### config.mk
export PLATFORM = sky130hd
export DESIGN_NAME = ordered_child_list_flat
export DESIGN_NICKNAME = d
export VERILOG_FILES = /design/src/rtl/ocl_pkg.sv /design/src/rtl/ocl_if.sv /design/src/rtl/ordered_child_list.sv /design/src/rtl/ocl_mem.sv /design/src/rtl/ocl_seq.sv /design/src/flat_wrapper.sv
export SDC_FILE = /design/constraint.sdc
export NUM_CORES = 1
export LEC_CHECK = 0
export BUFFER_PORTS_ARGS = -buffer_cell sky130_fd_sc_hd__buf_4
export CAP_MARGIN = 20
export CORE_AREA = 8 8 225 389
export CTS_CLUSTER_SIZE = 10
export DETAILED_ROUTE_END_ITERATION = 10
export DIE_AREA = 0 0 233 397
export HOLD_SLACK_MARGIN = 0.08
export PLACE_DENSITY = 0.76
export SYNTH_ARGS = -nofsm -noshare
export SYNTH_HDL_FRONTEND = slang
export SYNTH_SLANG_ARGS = --single-unit
### constraint.sdc
create_clock -name clk_i -period 11 [get_ports clk_i]
set_input_delay 0 -clock clk_i [delete_from_list [all_inputs] [get_ports clk_i]]
set_output_delay 0 -clock clk_i [all_outputs]
set_load 0.05 [all_outputs]
### src/rtl/ocl_pkg.sv
// Shared types and constants for the ordered child list.
// No dependencies; every other file imports this package.
package ocl_pkg;

  localparam int unsigned ID_W     = 32;
  localparam int unsigned ORD_W    = 32;
  localparam int unsigned OP_W     = 2;
  localparam int unsigned STATUS_W = 3;
  localparam int unsigned COUNT_W  = 5;

  typedef enum logic [OP_W-1:0] {
    OP_INSERT  = 2'd0,
    OP_REMOVE  = 2'd1,
    OP_READOUT = 2'd2,
    OP_REORDER = 2'd3
  } op_e;

  typedef enum logic [STATUS_W-1:0] {
    ST_DONE     = 3'd0,
    ST_FULL     = 3'd1,
    ST_NOTFOUND = 3'd2,
    ST_ENTRY    = 3'd3,
    ST_EMPTY    = 3'd4
  } status_e;

  // One stored list entry
  typedef struct packed {
    logic [ID_W-1:0]  id;
    logic [ORD_W-1:0] order;
  } entry_t;

  // Command as captured from the input channel
  typedef struct packed {
    op_e              op;
    logic [ID_W-1:0]  id;
    logic [ORD_W-1:0] order;
  } cmd_t;

  // Result payload
  typedef struct packed {
    status_e             status;
    logic [ID_W-1:0]     entry_id;
    logic [COUNT_W-1:0]  entry_count;
    logic                last;
  } rsp_t;

endpackage

### src/rtl/ocl_if.sv
// Valid/ready channel interfaces for commands and results.
// Depends on ocl_pkg for field widths.
interface ocl_cmd_if;
  import ocl_pkg::*;
  logic             valid;
  logic             ready;
  logic [OP_W-1:0]  operation;
  logic [ID_W-1:0]  child_id;
  logic [ORD_W-1:0] order_value;

  modport source (output valid, operation, child_id, order_value, input ready);
  modport sink   (input valid, operation, child_id, order_value, output ready);
endinterface

interface ocl_rsp_if;
  import ocl_pkg::*;
  logic                valid;
  logic                ready;
  logic [STATUS_W-1:0] status;
  logic [ID_W-1:0]     entry_id;
  logic [COUNT_W-1:0]  entry_count;
  logic                last;

  modport source (output valid, status, entry_id, entry_count, last, input ready);
  modport sink   (input valid, status, entry_id, entry_count, last, output ready);
endinterface

### src/rtl/ordered_child_list.sv
// Ordered child list: keeps up to LIST_DEPTH (id, order) pairs sorted by
// signed order, equal orders in arrival order. Commands are taken one at a
// time; the input is not ready while a command is in progress. Each stored
// entry touched costs one store read and one compare/write: insert walks
// back from the tail over the entries of greater order, remove and the
// removal scan of reorder visit every held entry, reorder then inserts,
// and readout gives one entry per store read, waiting while the output
// register holds an untaken result. A full list rejects an
// insert with status "list full". The store has no reset; the fill count
// alone marks which entries are live. Results sit in an output register so
// the sequencer keeps going while the last result waits to be taken.
// Depends on ocl_pkg, ocl_if, ocl_mem and ocl_seq.
module ordered_child_list #(
  parameter int unsigned LIST_DEPTH = 16
) (
  input  logic      clk_i,
  input  logic      rst_ni,
  ocl_cmd_if.sink   cmd_i,
  ocl_rsp_if.source rsp_o
);
  import ocl_pkg::*;

  localparam int unsigned AW = (LIST_DEPTH > 1) ? $clog2(LIST_DEPTH) : 1;
  localparam int unsigned CW = $clog2(LIST_DEPTH + 1);

  cmd_t  cmd;
  rsp_t  rsp_next;
  rsp_t  rsp_q;
  logic  rsp_valid_q;
  logic  out_free;
  logic  push;

  assign cmd = '{op: op_e'(cmd_i.operation), id: cmd_i.child_id, order: cmd_i.order_value};
  assign out_free = !rsp_valid_q || rsp_o.ready;

  ocl_seq #(
    .DEPTH (LIST_DEPTH),
    .AW    (AW),
    .CW    (CW)
  ) u_seq (
    .clk_i       (clk_i),
    .rst_ni      (rst_ni),
    .cmd_valid_i (cmd_i.valid),
    .cmd_ready_o (cmd_i.ready),
    .cmd_i       (cmd),
    .out_free_i  (out_free),
    .push_o      (push),
    .rsp_o       (rsp_next)
  );

  // Output register valid flag
  always_ff @(posedge clk_i or negedge rst_ni) begin
    if (!rst_ni) begin
      rsp_valid_q <= 1'b0;
    end else if (push) begin
      rsp_valid_q <= 1'b1;
    end else if (rsp_o.ready) begin
      rsp_valid_q <= 1'b0;
    end
  end

  // Output register payload
  always_ff @(posedge clk_i) begin
    if (push) begin
      rsp_q <= rsp_next;
    end
  end

  assign rsp_o.valid       = rsp_valid_q;
  assign rsp_o.status      = rsp_q.status;
  assign rsp_o.entry_id    = rsp_q.entry_id;
  assign rsp_o.entry_count = rsp_q.entry_count;
  assign rsp_o.last        = rsp_q.last;

  a_hold: assert property (@(posedge clk_i) disable iff (!rst_ni)
    (rsp_valid_q && !rsp_o.ready) |=> (rsp_valid_q && $stable(rsp_q)))
    else $error("stalled result changed");

  a_no_overwrite: assert property (@(posedge clk_i) disable iff (!rst_ni)
    push |-> (!rsp_valid_q || rsp_o.ready))
    else $error("pending result overwritten");

  a_busy_in: assert property (@(posedge clk_i) disable iff (!rst_ni)
    push |-> !(cmd_i.valid && cmd_i.ready))
    else $error("command taken while a result is produced");

endmodule

### src/rtl/ocl_mem.sv
// Entry store: one write port, one read port with registered read data.
// Depends on ocl_pkg for the entry type.
module ocl_mem #(
  parameter int unsigned DEPTH = 16,
  parameter int unsigned AW    = 4
) (
  input  logic            clk_i,
  input  logic            we_i,
  input  logic [AW-1:0]   waddr_i,
  input  ocl_pkg::entry_t wdata_i,
  input  logic [AW-1:0]   raddr_i,
  output ocl_pkg::entry_t rdata_o
);
  import ocl_pkg::*;

  entry_t mem [DEPTH];
  entry_t rdata_q;

  // Write port and read port, read data registered
  always_ff @(posedge clk_i) begin
    if (we_i) begin
      mem[waddr_i] <= wdata_i;
    end
    rdata_q <= mem[raddr_i];
  end

  assign rdata_o = rdata_q;

endmodule

### src/rtl/ocl_seq.sv
// Sequencer for the ordered child list: walks the entry store one entry
// per read with a single id/order compare unit. Depends on ocl_pkg, ocl_mem.
module ocl_seq #(
  parameter int unsigned DEPTH = 16,
  parameter int unsigned AW    = 4,
  parameter int unsigned CW    = 5
) (
  input  logic           clk_i,
  input  logic           rst_ni,
  input  logic           cmd_valid_i,
  output logic           cmd_ready_o,
  input  ocl_pkg::cmd_t  cmd_i,
  input  logic           out_free_i,
  output logic           push_o,
  output ocl_pkg::rsp_t  rsp_o
);
  import ocl_pkg::*;

  typedef enum logic [7:0] {
    S_IDLE     = 8'b0000_0001,
    S_RM_RD    = 8'b0000_0010,
    S_RM_CHK   = 8'b0000_0100,
    S_INS_RD   = 8'b0000_1000,
    S_INS_CHK  = 8'b0001_0000,
    S_LIST_RD  = 8'b0010_0000,
    S_LIST_OUT = 8'b0100_0000,
    S_RESP     = 8'b1000_0000
  } state_e;

  state_e          state_q, state_d;
  logic [CW-1:0]   idx_q, idx_d;
  logic [CW-1:0]   cnt_q, cnt_d;
  logic            found_q, found_d;
  status_e         status_q, status_d;
  cmd_t            cmd_q, cmd_d;

  logic            we;
  logic [AW-1:0]   waddr;
  entry_t          wdata;
  logic [AW-1:0]   raddr;
  entry_t          rdata;

  logic [CW-1:0]   idx_m1;
  logic [CW-1:0]   idx_p1;
  logic [CW-1:0]   cnt_rm;
  logic [CW+4:0]   cnt_ext;
  logic            cnt_full;
  logic            id_eq;
  logic            ord_gt;
  entry_t          new_entry;

  ocl_mem #(
    .DEPTH (DEPTH),
    .AW    (AW)
  ) u_mem (
    .clk_i   (clk_i),
    .we_i    (we),
    .waddr_i (waddr),
    .wdata_i (wdata),
    .raddr_i (raddr),
    .rdata_o (rdata)
  );

  // Shared compare unit and index arithmetic
  assign id_eq     = (rdata.id == cmd_q.id);
  assign ord_gt    = $signed(rdata.order) > $signed(cmd_q.order);
  assign idx_m1    = idx_q - CW'(1);
  assign idx_p1    = idx_q + CW'(1);
  assign cnt_rm    = cnt_q - CW'(found_q);
  assign cnt_full  = (cnt_q == CW'(DEPTH));
  assign cnt_ext   = {5'b0, cnt_q};
  assign new_entry = '{id: cmd_q.id, order: cmd_q.order};

  // Insert walks from the tail backward, so it reads one below idx
  assign raddr = (state_q == S_INS_RD) ? idx_m1[AW-1:0] : idx_q[AW-1:0];

  assign cmd_ready_o = (state_q == S_IDLE);

  // Next-state logic
  always_comb begin
    state_d  = state_q;
    idx_d    = idx_q;
    cnt_d    = cnt_q;
    found_d  = found_q;
    status_d = status_q;
    cmd_d    = cmd_q;
    we       = 1'b0;
    waddr    = idx_q[AW-1:0];
    wdata    = rdata;
    push_o   = 1'b0;
    rsp_o    = '{status: status_q, entry_id: '0, entry_count: cnt_ext[4:0], last: 1'b1};

    case (state_q)
      S_IDLE: begin
        if (cmd_valid_i) begin
          cmd_d = cmd_i;
          case (cmd_i.op)
            OP_INSERT: begin
              if (cnt_full) begin
                status_d = ST_FULL;
                state_d  = S_RESP;
              end else begin
                idx_d   = cnt_q;
                state_d = S_INS_RD;
              end
            end
            OP_REMOVE, OP_REORDER: begin
              idx_d   = '0;
              found_d = 1'b0;
              state_d = S_RM_RD;
            end
            OP_READOUT: begin
              if (cnt_q == '0) begin
                status_d = ST_EMPTY;
                state_d  = S_RESP;
              end else begin
                idx_d   = '0;
                state_d = S_LIST_RD;
              end
            end
            default: state_d = S_IDLE;
          endcase
        end
      end

      // Removal scan: find the first match, then pull later entries down
      S_RM_RD: begin
        if (idx_q == cnt_q) begin
          cnt_d = cnt_rm;
          if (cmd_q.op == OP_REMOVE) begin
            status_d = found_q ? ST_DONE : ST_NOTFOUND;
            state_d  = S_RESP;
          end else if (cnt_rm == CW'(DEPTH)) begin
            status_d = ST_FULL;
            state_d  = S_RESP;
          end else begin
            idx_d   = cnt_rm;
            state_d = S_INS_RD;
          end
        end else begin
          state_d = S_RM_CHK;
        end
      end

      S_RM_CHK: begin
        if (found_q) begin
          we    = 1'b1;
          waddr = idx_m1[AW-1:0];
          wdata = rdata;
        end else if (id_eq) begin
          found_d = 1'b1;
        end
        idx_d   = idx_p1;
        state_d = S_RM_RD;
      end

      // Insert: shift greater entries up one slot, then drop in the new one
      S_INS_RD: begin
        if (idx_q == '0) begin
          we       = 1'b1;
          waddr    = '0;
          wdata    = new_entry;
          cnt_d    = cnt_q + CW'(1);
          status_d = ST_DONE;
          state_d  = S_RESP;
        end else begin
          state_d = S_INS_CHK;
        end
      end

      S_INS_CHK: begin
        we = 1'b1;
        if (ord_gt) begin
          wdata   = rdata;
          idx_d   = idx_m1;
          state_d = S_INS_RD;
        end else begin
          wdata    = new_entry;
          cnt_d    = cnt_q + CW'(1);
          status_d = ST_DONE;
          state_d  = S_RESP;
        end
      end

      S_LIST_RD: begin
        state_d = S_LIST_OUT;
      end

      // One result per held entry
      S_LIST_OUT: begin
        if (out_free_i) begin
          push_o = 1'b1;
          rsp_o  = '{status: ST_ENTRY, entry_id: rdata.id, entry_count: cnt_ext[4:0],
                     last: (idx_p1 == cnt_q)};
          if (idx_p1 == cnt_q) begin
            state_d = S_IDLE;
          end else begin
            idx_d   = idx_p1;
            state_d = S_LIST_RD;
          end
        end
      end

      S_RESP: begin
        if (out_free_i) begin
          push_o  = 1'b1;
          state_d = S_IDLE;
        end
      end

      default: state_d = S_IDLE;
    endcase
  end

  // Control state
  always_ff @(posedge clk_i or negedge rst_ni) begin
    if (!rst_ni) begin
      state_q <= S_IDLE;
      cnt_q   <= '0;
    end else begin
      state_q <= state_d;
      cnt_q   <= cnt_d;
    end
  end

  // Working registers
  always_ff @(posedge clk_i) begin
    idx_q    <= idx_d;
    found_q  <= found_d;
    status_q <= status_d;
    cmd_q    <= cmd_d;
  end

  a_cnt_bound: assert property (@(posedge clk_i) disable iff (!rst_ni)
    cnt_q <= CW'(DEPTH))
    else $error("entry count above list depth");

  a_push_free: assert property (@(posedge clk_i) disable iff (!rst_ni)
    push_o |-> out_free_i)
    else $error("result pushed into a busy output register");

  a_last_idle: assert property (@(posedge clk_i) disable iff (!rst_ni)
    (push_o && rsp_o.last) |=> (state_q == S_IDLE))
    else $error("sequencer busy after final result");

  a_no_write_idle: assert property (@(posedge clk_i) disable iff (!rst_ni)
    (state_q == S_IDLE) |-> !we)
    else $error("entry store written while idle");

endmodule
### src/flat_wrapper.sv
// flat-port wrapper written by rule: the top's interface ports become plain ports
module ordered_child_list_flat import ocl_pkg::*;
#(
  parameter int unsigned LIST_DEPTH = 16
)
  (clk_i, rst_ni, cmd_i_valid, cmd_i_operation, cmd_i_child_id, cmd_i_order_value, cmd_i_ready, rsp_o_valid, rsp_o_status, rsp_o_entry_id, rsp_o_entry_count, rsp_o_last, rsp_o_ready);
  ocl_cmd_if cmd_i_i ();
  ocl_rsp_if rsp_o_i ();
  input  logic clk_i;
  input  logic rst_ni;
  input wire logic [$bits(cmd_i_i.valid)-1:0] cmd_i_valid;
  input wire logic [$bits(cmd_i_i.operation)-1:0] cmd_i_operation;
  input wire logic [$bits(cmd_i_i.child_id)-1:0] cmd_i_child_id;
  input wire logic [$bits(cmd_i_i.order_value)-1:0] cmd_i_order_value;
  output wire logic [$bits(cmd_i_i.ready)-1:0] cmd_i_ready;
  output wire logic [$bits(rsp_o_i.valid)-1:0] rsp_o_valid;
  output wire logic [$bits(rsp_o_i.status)-1:0] rsp_o_status;
  output wire logic [$bits(rsp_o_i.entry_id)-1:0] rsp_o_entry_id;
  output wire logic [$bits(rsp_o_i.entry_count)-1:0] rsp_o_entry_count;
  output wire logic [$bits(rsp_o_i.last)-1:0] rsp_o_last;
  input wire logic [$bits(rsp_o_i.ready)-1:0] rsp_o_ready;
  assign cmd_i_i.valid = cmd_i_valid;
  assign cmd_i_i.operation = cmd_i_operation;
  assign cmd_i_i.child_id = cmd_i_child_id;
  assign cmd_i_i.order_value = cmd_i_order_value;
  assign cmd_i_ready = cmd_i_i.ready;
  assign rsp_o_valid = rsp_o_i.valid;
  assign rsp_o_status = rsp_o_i.status;
  assign rsp_o_entry_id = rsp_o_i.entry_id;
  assign rsp_o_entry_count = rsp_o_i.entry_count;
  assign rsp_o_last = rsp_o_i.last;
  assign rsp_o_i.ready = rsp_o_ready;
  ordered_child_list #(.LIST_DEPTH(LIST_DEPTH)) u_core (.clk_i(clk_i), .rst_ni(rst_ni), .cmd_i(cmd_i_i), .rsp_o(rsp_o_i));
endmodule
After elaboration in Yosys (flattened, before gate mapping):

Memory sizes are Yosys's and may differ from the RTL's. A register that Yosys moved wholly into a read port is not among the register bits.
Index checks and enable logic that the tools add are counted.

* magnitude comparators: 1
* shift operators: 0
* divide/modulo/power cells: 0
* reductions and logical operators: 19
* add/subtract/negate cells: 4
* multiply operators: 0
* equal/unequal tests: 34
* bitwise operators: 0
* muxes and demuxes: 62

Operators with widths (number)
* $mux W64: 2
* $pmux W64 S2: 1
* $mux W41: 2
* $mux W8: 10
* $pmux W8 S8: 1
* $mux W5: 12
* $eq A32 B32 Y1: 1
* $gt A32 B32 Y1: 1
* $pmux W5 S3: 2
* $pmux W5 S5: 1
* $mux W3: 8
* $pmux W8 S3: 1
* $ne A3 B3 Y1 const B: 5
* $ne A2 B2 Y1 const B: 7
* $mux W1: 12
* $mux W4: 3
* $pmux W3 S4: 1
* $add A5 B1 Y5 const B: 2
* $eq A5 B5 Y1: 2
* $eq A5 B5 Y1 const B: 2
* $logic_not A5 Y1: 2
* $reduce_and A10 Y1: 1
* $reduce_and A9 Y1: 1
* $eq A8 B1 Y1 const B: 1
* 30 further kinds: 39

* register bits after elaboration: 130
* latch bits: 0
* output and inout bits: 43
* bits in writable memories: 1024
* memories: 1
* logic and storage cells: 134
* bits in read-only memories: 0

Memory list
* u_core.u_seq.u_mem.mem: depth 16, width 64, read ports 1, clocked after Yosys merged registers in 1, wr ports 1, RTL line ocl_mem.sv:16 `entry_t mem [DEPTH];`

Depth between registers and ports, before layout:

* depth after elaboration: 6
* mapped depth: 13

Hierarchy:

From an unflattened synthesis, not the netlist that was laid out.

* cell total of the unflattened synthesis: 2271
* area, all modules: 47155.2 um^2

By module, submodules not included
* ocl_mem: cells each 1647, area an instance 39583.0 um^2, instances 1
* ocl_seq: cells each 580, area an instance 6293.5 um^2, instances 1
* ordered_child_list: cells each 44, area an instance 1278.7 um^2, instances 1

Least setup slack after synthesis:

Ideal clock, no wire load.

* path kind: reg2reg
* start: reg u_core.u_seq.state_q[5]
* end: mem u_core.u_seq.u_mem.mem[14][0] (netlist bit) (enable)
* stages on the path, launching flop included: 9
* buffers on the path: 1
* arrival: 4.984 ns
* path slack: 5.530 ns
* required time: 10.513 ns
* cell sequence: dfrtp_1 or4_1 buf_2 nor4_1 and2_1 nand2_1 o21ai_0 mux2i_1 nor2_1

* longest elaborated chain between the ends: 4

Ends and longest elaborated chain
* start: declaration: RTL line ocl_seq.sv:30 `state_e state_q, state_d;`
* start signal: assignment: RTL line ocl_seq.sv:221 `state_q <= state_d;`
* $eq A8 B5 Y1, or another cell as far along: RTL line ocl_seq.sv:93 `case (state_q)`
* $pmux W1 S3: RTL line ocl_seq.sv:93
* $mux W1: RTL line ocl_mem.sv:21 `if (we_i) begin`
* $mux W1 (implied by the code): RTL line ocl_mem.sv:22 `mem[waddr_i] <= wdata_i;`
* end: declaration: RTL line ocl_mem.sv:16

Several ways; a longest one is shown, not always the timed one.

==> impl_metrics.prom <==
# TYPE chip_impl_metric gauge
chip_impl_metric{name="netlist-cell-type-count",unit=""} 67
chip_impl_metric{name="critPathMaxFanout",unit=""} 42
chip_impl_metric{name="power_frac_seq",unit="%"} 43.7
chip_impl_metric{name="vias_in_the_first_global_route",unit=""} 31980
chip_impl_metric{name="syn_area",unit="mm²"} 0.04874
chip_impl_metric{name="max_freq",unit="MHz"} 190.2
chip_impl_metric{name="grt_max_degree",unit=""} 166
chip_impl_metric{name="clk_pin_slew",unit="ns"} 0.05
chip_impl_metric{name="first_iter_violations",unit=""} 3274
chip_impl_metric{name="nets",unit=""} 3496
chip_impl_info{name="rsz0062_at_grt",value="no"} 1
chip_impl_metric{name="route.vias.total",unit=""} 30710
chip_impl_metric{name="synth-edff-count",unit=""} 1140
chip_impl_metric{name="clockPowerShare",unit="%"} 29.0
chip_impl_metric{name="worst_clock_skew",unit="ns"} 0.02312
chip_impl_metric{name="site_rows",unit=""} 140
chip_impl_metric{name="postRouteWirelength",unit="µm"} 135600
chip_impl_metric{name="insertedDiodeCount",unit=""} 0
chip_impl_metric{name="globalplace.congestion",unit=""} 0.9927
chip_impl_metric{name="power_density",unit="mW/mm²"} 253.9
chip_impl_metric{name="final_core_utilization",unit="%"} 68.22
chip_impl_metric{name="power.net_switching",unit="W"} 0.004650
chip_impl_metric{name="maxSlewViolCount",unit=""} 0
chip_impl_metric{name="yosys_register_bits",unit=""} 1218
chip_impl_metric{name="syn2layout_area_growth",unit="%"} 15.48
chip_impl_metric{name="fin_worst_hold_slack",unit="ns"} 0.1407
chip_impl_metric{name="port_buffers",unit=""} 112
chip_impl_metric{name="viasPerCell",unit=""} 6.749
chip_impl_metric{name="combinational_share_of_power",unit="%"} 27.3
chip_impl_metric{name="insertion_delay",unit="ns"} 0.72
chip_impl_metric{name="drt.antenna.violating_nets",unit=""} 0
chip_impl_metric{name="period_minus_slack",unit="ns"} 5.258
chip_impl_metric{name="synth_async_sr_flop_share",unit="%"} 1.149
chip_impl_info{name="worst-setup-path-type",value="reg2reg"} 1
chip_impl_metric{name="synthesis.instances",unit=""} 3139
chip_impl_metric{name="drive_gt1_share",unit="%"} 13.69
chip_impl_metric{name="required",unit="ns"} 11.36
chip_impl_metric{name="grt_use_total",unit="%"} 29.22
chip_impl_metric{name="floorplan.die_area",unit="mm²"} 0.09250
chip_impl_metric{name="width_of_the_die",unit="µm"} 233
chip_impl_metric{name="tightest_slew",unit="ns"} 1.223
chip_impl_metric{name="syn_nets",unit=""} 3247
chip_impl_info{name="holdCritPathClass",value="in2reg"} 1
chip_impl_info{name="run_status",value="complete, no violations"} 1
chip_impl_metric{name="syn-mean-instance-area",unit="µm²"} 15.53
chip_impl_metric{name="cts-buffers-inserted",unit=""} 139
chip_impl_metric{name="post_drt_wl_per_cell",unit="µm"} 29.81
chip_impl_metric{name="initial_utilization",unit="%"} 59.08
chip_impl_metric{name="final.setup.tns",unit="ns"} 0
chip_impl_metric{name="grt_pass1_wl",unit="µm"} 199100
chip_impl_metric{name="clock_tree.buffer_depth",unit=""} 3
chip_impl_metric{name="ioPinCount",unit=""} 113
chip_impl_metric{name="netSwitchingFraction",unit="%"} 32.53
chip_impl_metric{name="max-slew-margin-rel",unit="%"} 18.49
chip_impl_metric{name="grt-ovfl-total",unit=""} 0
chip_impl_metric{name="leakagePower",unit="nW"} 19.16
chip_impl_metric{name="detailed_routing_iteration_count_for_the_pre_antenna_repair_pass",unit=""} 8
chip_impl_info{name="start_kind",value="flip-flop"} 1
chip_impl_metric{name="design.core.area",unit="mm²"} 0.08250
chip_impl_info{name="most-common-layout-cells",value="1,140 x sky130_fd_sc_hd__edfxtp_1, 453 x sky130_fd_sc_hd__nand2_1, 170 x sky130_fd_sc_hd__buf_4, 159 x sky130_fd_sc_hd__mux2i_1, 144 x sky130_fd_sc_hd__clkbuf_16"} 1
chip_impl_metric{name="signal_arrival_time_at_the_worst_endpoint",unit="ns"} 5.62
chip_impl_metric{name="drcViolationCount",unit=""} 0
chip_impl_info{name="dominant_register_cell_in_the_synthesized_netlist",value="sky130_fd_sc_hd__edfxtp_1"} 1
chip_impl_metric{name="cts_num_sinks",unit=""} 1218
chip_impl_info{name="final_common_cell",value="sky130_fd_sc_hd__edfxtp_1"} 1
chip_impl_metric{name="place_hpwl",unit="µm"} 71850
chip_impl_metric{name="setup-violations-final",unit=""} 0
chip_impl_metric{name="power.internal",unit="W"} 0.009643
chip_impl_metric{name="number_of_antenna_violations_at_the_first_check_in_global_routing",unit=""} 0
chip_impl_metric{name="maxCapViolCount",unit=""} 0
chip_impl_metric{name="floorplan.die.height",unit="µm"} 397
chip_impl_info{name="ctsRootBufferMaster",value="sky130_fd_sc_hd__clkbuf_16"} 1
chip_impl_info{name="end_kind",value="flip-flop"} 1
chip_impl_metric{name="htreeDepth",unit=""} 4
chip_impl_info{name="tritoncts",value="built"} 1
chip_impl_metric{name="ys_warn_count",unit=""} 0
chip_impl_metric{name="final_hold_viol_count",unit=""} 0
chip_impl_metric{name="ir_worst_vdd",unit="µV"} 355.2
chip_impl_metric{name="layout_worst_path_cycle_share",unit="%"} 47.80
chip_impl_metric{name="seq_area_frac_synth",unit="%"} 73.58
-- path summary, 6_finish.rpt --
check,startpoint,end,slack [ns],depth (start not counted)
min reg2reg,u_core.u_seq.status_q[1],u_core.rsp_o.status[1],0.52,1
min in group asynchronous,rst_ni,u_core.u_seq.cnt_q[0],0.51,3
max reg2reg,u_core.u_seq.cmd_q[21],u_core.u_seq.u_mem.mem[6][12],5.74,10
min,cmd_i_operation[0],u_core.u_seq.cmd_q[64],0.14,2
max,u_core.u_seq.cmd_q[21],u_core.u_seq.u_mem.mem[6][12],5.74,10
max in group asynchronous,rst_ni,u_core.rsp_o.valid,10.00,3
-- state kept, by name, summed over array words and instances, names as in the netlist, 5 cells and up --
| name | flops |
|---|---|
| u_core.rsp_o.entry_id | 32 |
| u_core.u_seq.u_mem.rdata_o | 64 |
| u_core.u_seq.idx_q | 5 |
| u_core.rsp_o.entry_count | 5 |
| u_core.u_seq.cmd_q | 66 |
| u_core.u_seq.u_mem.mem | 1024 |
| u_core.u_seq.state_q | 8 |
| u_core.u_seq.cnt_q | 5 |
-- worst max-delay path, cell delays in order, from the launching register on --
cell and delay, ns:
sky130_fd_sc_hd__edfxtp_1 0.35, sky130_fd_sc_hd__inv_1 0.06, sky130_fd_sc_hd__ha_1 0.33, sky130_fd_sc_hd__nand4_1 0.29, sky130_fd_sc_hd__nor4_1 0.68, sky130_fd_sc_hd__nand4_1 0.28, sky130_fd_sc_hd__nand2_1 0.20, sky130_fd_sc_hd__and4b_1 0.40
sky130_fd_sc_hd__nor2_4 0.82, sky130_fd_sc_hd__buf_4 0.83, sky130_fd_sc_hd__mux2_1 0.60
-- cell usage after synthesis (33+ instances only) --
cell type	count	area (µm²)
sky130_fd_sc_hd__mux2i_1	159	1592
sky130_fd_sc_hd__clkbuf_1	165	619.3
sky130_fd_sc_hd__dfxtp_1	64	1281
sky130_fd_sc_hd__nand3_1	140	700.7
sky130_fd_sc_hd__mux4_2	62	1396
sky130_fd_sc_hd__ha_1	38	475.5
sky130_fd_sc_hd__inv_1	43	161.4
sky130_fd_sc_hd__mux2_2	49	551.8
sky130_fd_sc_hd__a31oi_1	63	394.1
sky130_fd_sc_hd__o211ai_1	33	247.7
sky130_fd_sc_hd__edfxtp_1	1140	34230
sky130_fd_sc_hd__and3_1	37	231.5
sky130_fd_sc_hd__a32oi_1	62	543.0
sky130_fd_sc_hd__xnor2_1	46	402.9
sky130_fd_sc_hd__o21ai_0	79	395.4
sky130_fd_sc_hd__o22ai_1	75	469.2
sky130_fd_sc_hd__o2111ai_1	35	306.5
sky130_fd_sc_hd__nand2_1	453	1700
sky130_fd_sc_hd__nor2_1	34	127.6
sky130_fd_sc_hd__o221ai_1	68	595.6
-- cell families after synthesis --
family	after synthesis	share of synthesized area (%)
DFF	1218	73.58
buffers and inverters	247	2.015
muxes	285	7.609
adders and majority gates	38	0.9755
AOI/OAI and AO/OA	540	7.883
and+or+nand+nor	752	6.872
xor gates and xnor gates	59	1.060
-- metal layers --
metal	up-vias	track usage, %	wire length, µm
li1	12870	-	-
met1	15360	34.25	45750
met2	2001	49.81	69290
met3	474	4.574	12030
met4	0	18.55	8549
met5	-	0	0
-- timing repair --
item | CTS | global route
hold buffers | 135 | 0
resized for setup | 0 | 0
setup buffers | 0 | 0
endpoints found under the hold margin | 115 | 0
-- power groups by stage --
stage	Combinational, W	Clock (W)	Sequential, W
floorplan	0.00248	0	0.00627
global placement	0.00362	0	0.00631
detailed placement	0.00375	0	0.00632
CTS	0.00383	0.00418	0.00623
global route	0.00413	0.00435	0.00626
finish	0.00390	0.00415	0.00625
-- final cells by class --
class                      count  area, µm²
sequential                  1218      35870
fill                        5179      26220
multi-input combinational   1674      12160
clock buffer                 231       3940
timing repair buffer         310       2743
tap                         1065       1333
inverter                      45      168.9
clock inverter                 7      80.08
-- through the flow --
stage | instance area, µm² | power, W | cells | worst slack [ns]
3_5_place_dp | 50920 | 0.01007 | 4177 | 5.880
3_3_place_gp | 50850 | 0.009927 | 4174 | 6.051
2_1_floorplan | 48740 | 0.008750 | 3139 | 5.530
4_1_cts | 56290 | 0.01425 | 4550 | 5.857
5_1_grt | 56290 | 0.01474 | 4550 | 5.566
6_report | 56290 | 0.01429 | 4550 | 5.742
(Power assumes the default switching activity.)
